[src/p2c_pkg.sv]
// ----------------------------------------------------------------------------
// p2c_pkg: shared types and constants for the scan polar to cartesian unit
// Fixed-point formats, CORDIC constants and the beat sideband carried along
// the pipeline.
// ----------------------------------------------------------------------------
package p2c_pkg;

    localparam int COEF_FRAC_BITS = 14;
    localparam int CORDIC_STAGES  = 16;

    // CORDIC datapath: Q2.30 x/y, 32-bit turn angle residue
    localparam int CW = 32;
    localparam logic signed [CW-1:0] CORDIC_ONE_K = 32'sd652032874;

    localparam logic signed [CW-1:0] ATAN_TURNS [24] = '{
        32'sd536870912, 32'sd316933406, 32'sd167458907, 32'sd85004756,
        32'sd42667331,  32'sd21354465,  32'sd10679838,  32'sd5340245,
        32'sd2670163,   32'sd1335087,   32'sd667544,    32'sd333772,
        32'sd166886,    32'sd83443,     32'sd41722,     32'sd20861,
        32'sd10430,     32'sd5215,      32'sd2608,      32'sd1304,
        32'sd652,       32'sd326,       32'sd163,       32'sd81
    };

    // sensor-frame point: mm with 16 fraction bits
    localparam int RNG_W  = 17;
    localparam int PROD_W = RNG_W + 1 + CW;
    localparam int PX_SH  = 14;
    localparam int PX_W   = PROD_W - PX_SH;

    // row transform accumulator
    localparam int K_W    = 16;
    localparam int SH     = COEF_FRAC_BITS + 16;
    localparam int KP_W   = K_W + PX_W;
    localparam int ACC_W  = KP_W + 4;
    localparam int V_W    = ACC_W - SH;
    localparam int OUT_W  = 20;

    localparam logic [OUT_W-1:0] OUT_MAX = {1'b0, {(OUT_W-1){1'b1}}};
    localparam logic [OUT_W-1:0] OUT_MIN = {1'b1, {(OUT_W-1){1'b0}}};

    // configuration register indexes
    localparam int CFG_IDX_W = 3;
    localparam logic [CFG_IDX_W-1:0] REG_ROW_X       = 3'd0;
    localparam logic [CFG_IDX_W-1:0] REG_ROW_Y       = 3'd1;
    localparam logic [CFG_IDX_W-1:0] REG_ROW_Z       = 3'd2;
    localparam logic [CFG_IDX_W-1:0] REG_START_ANGLE = 3'd3;
    localparam logic [CFG_IDX_W-1:0] REG_ANGLE_STEP  = 3'd4;

    localparam logic [63:0] ROW_X_RST = 64'h4000_0000_0000_0000;
    localparam logic [63:0] ROW_Y_RST = 64'h0000_4000_0000_0000;
    localparam logic [63:0] ROW_Z_RST = 64'h0000_0000_4000_0000;
    localparam logic [15:0] START_ANGLE_RST = 16'd64626;
    localparam logic [15:0] ANGLE_STEP_RST  = 16'd91;

    typedef struct packed {
        logic             valid;
        logic [RNG_W-1:0] range_mm;
        logic [15:0]      intensity;
        logic             last;
        logic [1:0]       quad;
    } t_meta;

endpackage

[src/p2c_row.sv]
// ----------------------------------------------------------------------------
// p2c_row: one row of the rigid transform
// Registers k0*px and k1*py, then adds the offset, rounds to mm and
// saturates to 20 bits signed.
// ----------------------------------------------------------------------------
module p2c_row (
    input  logic                             i_clk,
    input  logic                             i_en,
    input  logic [63:0]                      i_row,
    input  logic signed [p2c_pkg::PX_W-1:0]  i_px,
    input  logic signed [p2c_pkg::PX_W-1:0]  i_py,
    output logic [p2c_pkg::OUT_W-1:0]        o_coord,
    output logic                             o_clip
);

    logic signed [p2c_pkg::K_W-1:0]   k0, k1, off;
    logic signed [p2c_pkg::KP_W-1:0]  r_p0, r_p1;
    logic signed [p2c_pkg::ACC_W-1:0] acc;
    logic signed [p2c_pkg::V_W-1:0]   v;
    logic [p2c_pkg::V_W-p2c_pkg::OUT_W:0] top_bits;

    assign k0  = i_row[63:48];
    assign k1  = i_row[47:32];
    assign off = i_row[15:0];

    always_ff @(posedge i_clk) begin
        if (i_en) begin
            r_p0 <= k0 * i_px;
            r_p1 <= k1 * i_py;
        end
    end

    assign acc = p2c_pkg::ACC_W'(r_p0) + p2c_pkg::ACC_W'(r_p1)
               + (p2c_pkg::ACC_W'(off) <<< p2c_pkg::SH)
               + (p2c_pkg::ACC_W'(1) <<< (p2c_pkg::SH - 1));
    assign v   = acc[p2c_pkg::ACC_W-1:p2c_pkg::SH];

    assign top_bits = v[p2c_pkg::V_W-1:p2c_pkg::OUT_W-1];
    assign o_clip   = !((&top_bits) || !(|top_bits));

    always_comb begin
        if (!o_clip) begin
            o_coord = v[p2c_pkg::OUT_W-1:0];
        end else if (v[p2c_pkg::V_W-1]) begin
            o_coord = p2c_pkg::OUT_MIN;
        end else begin
            o_coord = p2c_pkg::OUT_MAX;
        end
    end

endmodule

[config.mk]
export PLATFORM = sky130hd
export DESIGN_NAME = p2c_row
export DESIGN_NICKNAME = d
export VERILOG_FILES = /design/src/p2c_pkg.sv /design/src/p2c_row.sv
export SDC_FILE = /design/constraint.sdc
export NUM_CORES = 2
export LEC_CHECK = 0
export BUFFER_PORTS_ARGS = -buffer_cell sky130_fd_sc_hd__buf_4
export CAP_MARGIN = 20
export CORE_UTILIZATION = 54
export DETAILED_ROUTE_END_ITERATION = 10
export HOLD_SLACK_MARGIN = 0.12
export PLACE_DENSITY = 0.73
export SLEW_MARGIN = 20
export SYNTH_ARGS = -nofsm -noshare
export SYNTH_HDL_FRONTEND = slang
export SYNTH_SLANG_ARGS = --single-unit
[constraint.sdc]
create_clock -name i_clk -period 17.45 [get_ports i_clk]
set_clock_uncertainty 0.15 [all_clocks]
set_input_delay 3.49 -clock i_clk [delete_from_list [all_inputs] [get_ports i_clk]]
set_output_delay 3.49 -clock i_clk [all_outputs]
set_load 0.05 [all_outputs]
==> flow_metrics.py <==
metrics = {
    "run_status": {
        "status": "finished, final reports clean",
    },
    "worst_setup_path": {
        "crit_arrival_ps": 7570,
        "setup.worst_path.end_class": "output pin",
        "crit_fanout": 12,
        "worstSetupPathType": "in2out",
        "crit_path_start_kind": "primary input",
        "critical_path.top_delay_family": "compound AO/OA/AOI/OAI gates",
        "cp.required_ps": 13810,
        "cpMaxStageDelayCell": "nor4_4",
        "crit_path_frequent_cell": "buf_4",
        "critPathBufInv": 2,
        "crit_chain": "buf_4, fa_1, ha_1, and2_1, and3_1, nand2_1, a31oi_1, a221o_1, a41oi_1, o211ai_1, nor4_4, nand2_2, a211oi_1, buf_4",
        "slowest_delay_ps": 570,
    },
    "grt": {
        "grt_max_degree": 54,
        "grt-ovfl-total": 0,
        "grt_antenna_before_repair": 1,
        "first_global_vias": 36600,
        "track_usage": 0.269,
        "grt_pass1_wl_mm": 186,
    },
    "die": {
        "core_area_sq_um": 85400,
        "std_cell_rows": 107,
        "start_util": 0.546,
        "ioPinCount": 159,
        "fp.dieH_microns": 296,
        "dieArea_sq_um": 87600,
        "die_w_microns": 296,
    },
    "cts": {
        "numCtsBuffers": 9,
        "post_cts_resized": 0,
        "cts_hold_buf": 0,
        "clkTransAtPathRegs_ps": 70,
        "cts_root_buffer": "clkbuf_16",
        "cts_tree": "yes",
        "cts_buffer_depth": 2,
        "htreeDepth": 3,
        "post_cts_buffers": 0,
        "clock_sinks": 104,
    },
    "final_layout": {
        "nets": 6641,
        "instances_no_fill": 6221,
        "n_fill_cell": 7659,
        "syn_to_final_growth_pct": 4.14,
        "fin_area_sq_um": 48600,
        "drive_gt1_frac": 0.0370,
    },
    "sta": {
        "finalSetupViolCount": 0,
        "finalSetupTns_ps": 0,
        "hold_viol_final": 0,
        "slew_violations": 0,
        "worstMarginPinSlew_ps": 844,
        "period_minus_slack_ps": 11210,
        "fmax_mhz": 89.2,
        "rsz0062_at_grt": "no",
        "fin_crit_sh": 0.643,
        "relSlewSlack": 0.434,
    },
    "synth": {
        "synthFlopType": "edfxtp_1",
        "seq_area_frac_synth": 0.0669,
        "ys_ff_latch": 104,
        "synth_cell_types": 81,
        "synth_area_sq_um": 46700,
        "synth-compound-area-share": 0.0703,
        "synthMuxAreaShare": 0.000670,
        "synthArstFlopShare": 0,
        "syn_nets": 6710,
        "synth-simple-area-share": 0.158,
        "synth-edff-count": 104,
        "synth_top_family_by_area": "adder cells",
        "synthXorXnorAreaFrac": 0.0240,
        "ys_warn_count": 0,
        "post-synth-top-area-cell": "fa_1",
        "synth_top_area_frac": 0.475,
        "synthAdderAreaFrac": 0.561,
        "avgSynthCellArea_sq_um": 9.07,
        "synth_area_leaders": "fa_1, inv_1, ha_1, edfxtp_1, and2_1",
        "synth_cells": 5142,
    },
    "drt": {
        "drt-total-wl_mm": 111,
        "dr_total_vias": 34300,
        "ant_nets": 0,
        "drt_iter0_drc": 2174,
        "vias_per_cell": 5.51,
        "drc": 0,
        "wl_per_cell_microns": 17.8,
        "drtPass1Iterations": 5,
    },
    "placement": {
        "place.gp.congestion": 0.906,
        "place_inst": 6206,
        "port_buffers": 142,
        "dpl-instance-area_sq_um": 48300,
        "place_hpwl_mm": 88.8,
    },
    "job": {
        "drv_cap": 0,
    },
    "min_path": {
        "hold_class": "in2reg",
    },
}
worst paths after layout:
path | from | to | slack [ps] | cells past startpoint
worst min-delay path | i_py[0] | r_p1[0]$_DFFE_PP_ | 3440 | 2
worst max-delay path | i_row[0] | o_coord[11] | 6240 | 14
sequential cells by signal, indices dropped and copies added (netlist names):
signal  flops
r_p1       52
r_p0       52
synthesized netlist by cell type (25+ instances only):
cell      count
nand2_1     720
a21oi_1     146
o21ai_0      93
edfxtp_1    104
xor2_1       38
nor2_1      121
xnor2_1      90
and3_1       28
fa_1       1106
a211oi_1     25
ha_1        324
and2_1      466
nor3_1       27
inv_1      1237
nand3_1      47
nand2b_1     28
a21o_1       76
clkbuf_1    216
through the flow:
step           hold slack [ps]  utilization  worst slack [ps]
2_1_floorplan             3450            -              6480
3_3_place_gp              3820        0.566              6300
3_5_place_dp              3820        0.566              6300
4_1_cts                   3430        0.569              6280
5_1_grt                   3440        0.569              5930
6_report                  3440        0.569              6240
area by class of cell:
cell class	instances	area [sq um]	area share
multi-input cells	3575	38000	0.782
inverters	1237	4640	0.0956
flip-flops and latches	104	3120	0.0643
well taps	1144	1430	0.0295
repair buffers	146	1100	0.0226
clock buffers	9	225	0.00464
clock inverters	5	57.6	0.00118
diodes	1	2.50	0.0000515
cell usage in the layout, fill, tap and decap left out, types with 7 or more instances in the layout:
| master | Yosys | layout |
|---|---|---|
| o211ai_1 | 13 | 13 |
| xnor2_1 | 90 | 90 |
| buf_4 | 1 | 146 |
| nor3_1 | 27 | 27 |
| nor2b_1 | 14 | 14 |
| a211oi_1 | 25 | 25 |
| inv_1 | 1237 | 1237 |
| o31ai_1 | 7 | 7 |
| o21ai_0 | 93 | 93 |
| nor4_1 | 16 | 16 |
| and3_1 | 28 | 28 |
| nor2_1 | 121 | 121 |
| o21bai_1 | 16 | 16 |
| nand2b_1 | 28 | 28 |
| and2_1 | 466 | 466 |
| o21a_1 | 16 | 16 |
| a31oi_1 | 14 | 14 |
| edfxtp_1 | 104 | 104 |
| clkbuf_16 | 0 | 9 |
| and4_1 | 8 | 8 |
| nand3_1 | 47 | 47 |
| a21o_1 | 76 | 76 |
| ha_1 | 324 | 324 |
| a21oi_1 | 146 | 146 |
| nand2_1 | 720 | 720 |
| fa_1 | 1106 | 1106 |
| a211o_1 | 7 | 7 |
| xor2_1 | 38 | 38 |
| a41oi_1 | 8 | 8 |
| nand4_1 | 24 | 24 |
routing by layer:
metal  routed length, microns  track usage  vias up
met5                       12            0        -
met4                     3310       0.0837        2
met3                     6020       0.0314      234
met2                    56700        0.469     1004
met1                    45000        0.351    17800
li1                         -            -    15200
logic make-up (layout without fill, tap and decap cells):
| family | count (synthesis) | in the layout |
|---|---|---|
| buffers and inverters | 1463 | 1397 |
| multiplexers | 3 | 3 |
| other | 0 | 1 |
| adder cells (fa/ha/maj) | 1430 | 1430 |
| AND/OR/NAND/NOR | 1521 | 1521 |
| AO/OA/AOI/OAI | 493 | 493 |
| flip-flops | 104 | 104 |
| XOR/XNOR | 128 | 128 |
Power is left out: the tool's default activity adds up to more than one toggle a clock period on the data nets, which glitch-free logic cannot reach.
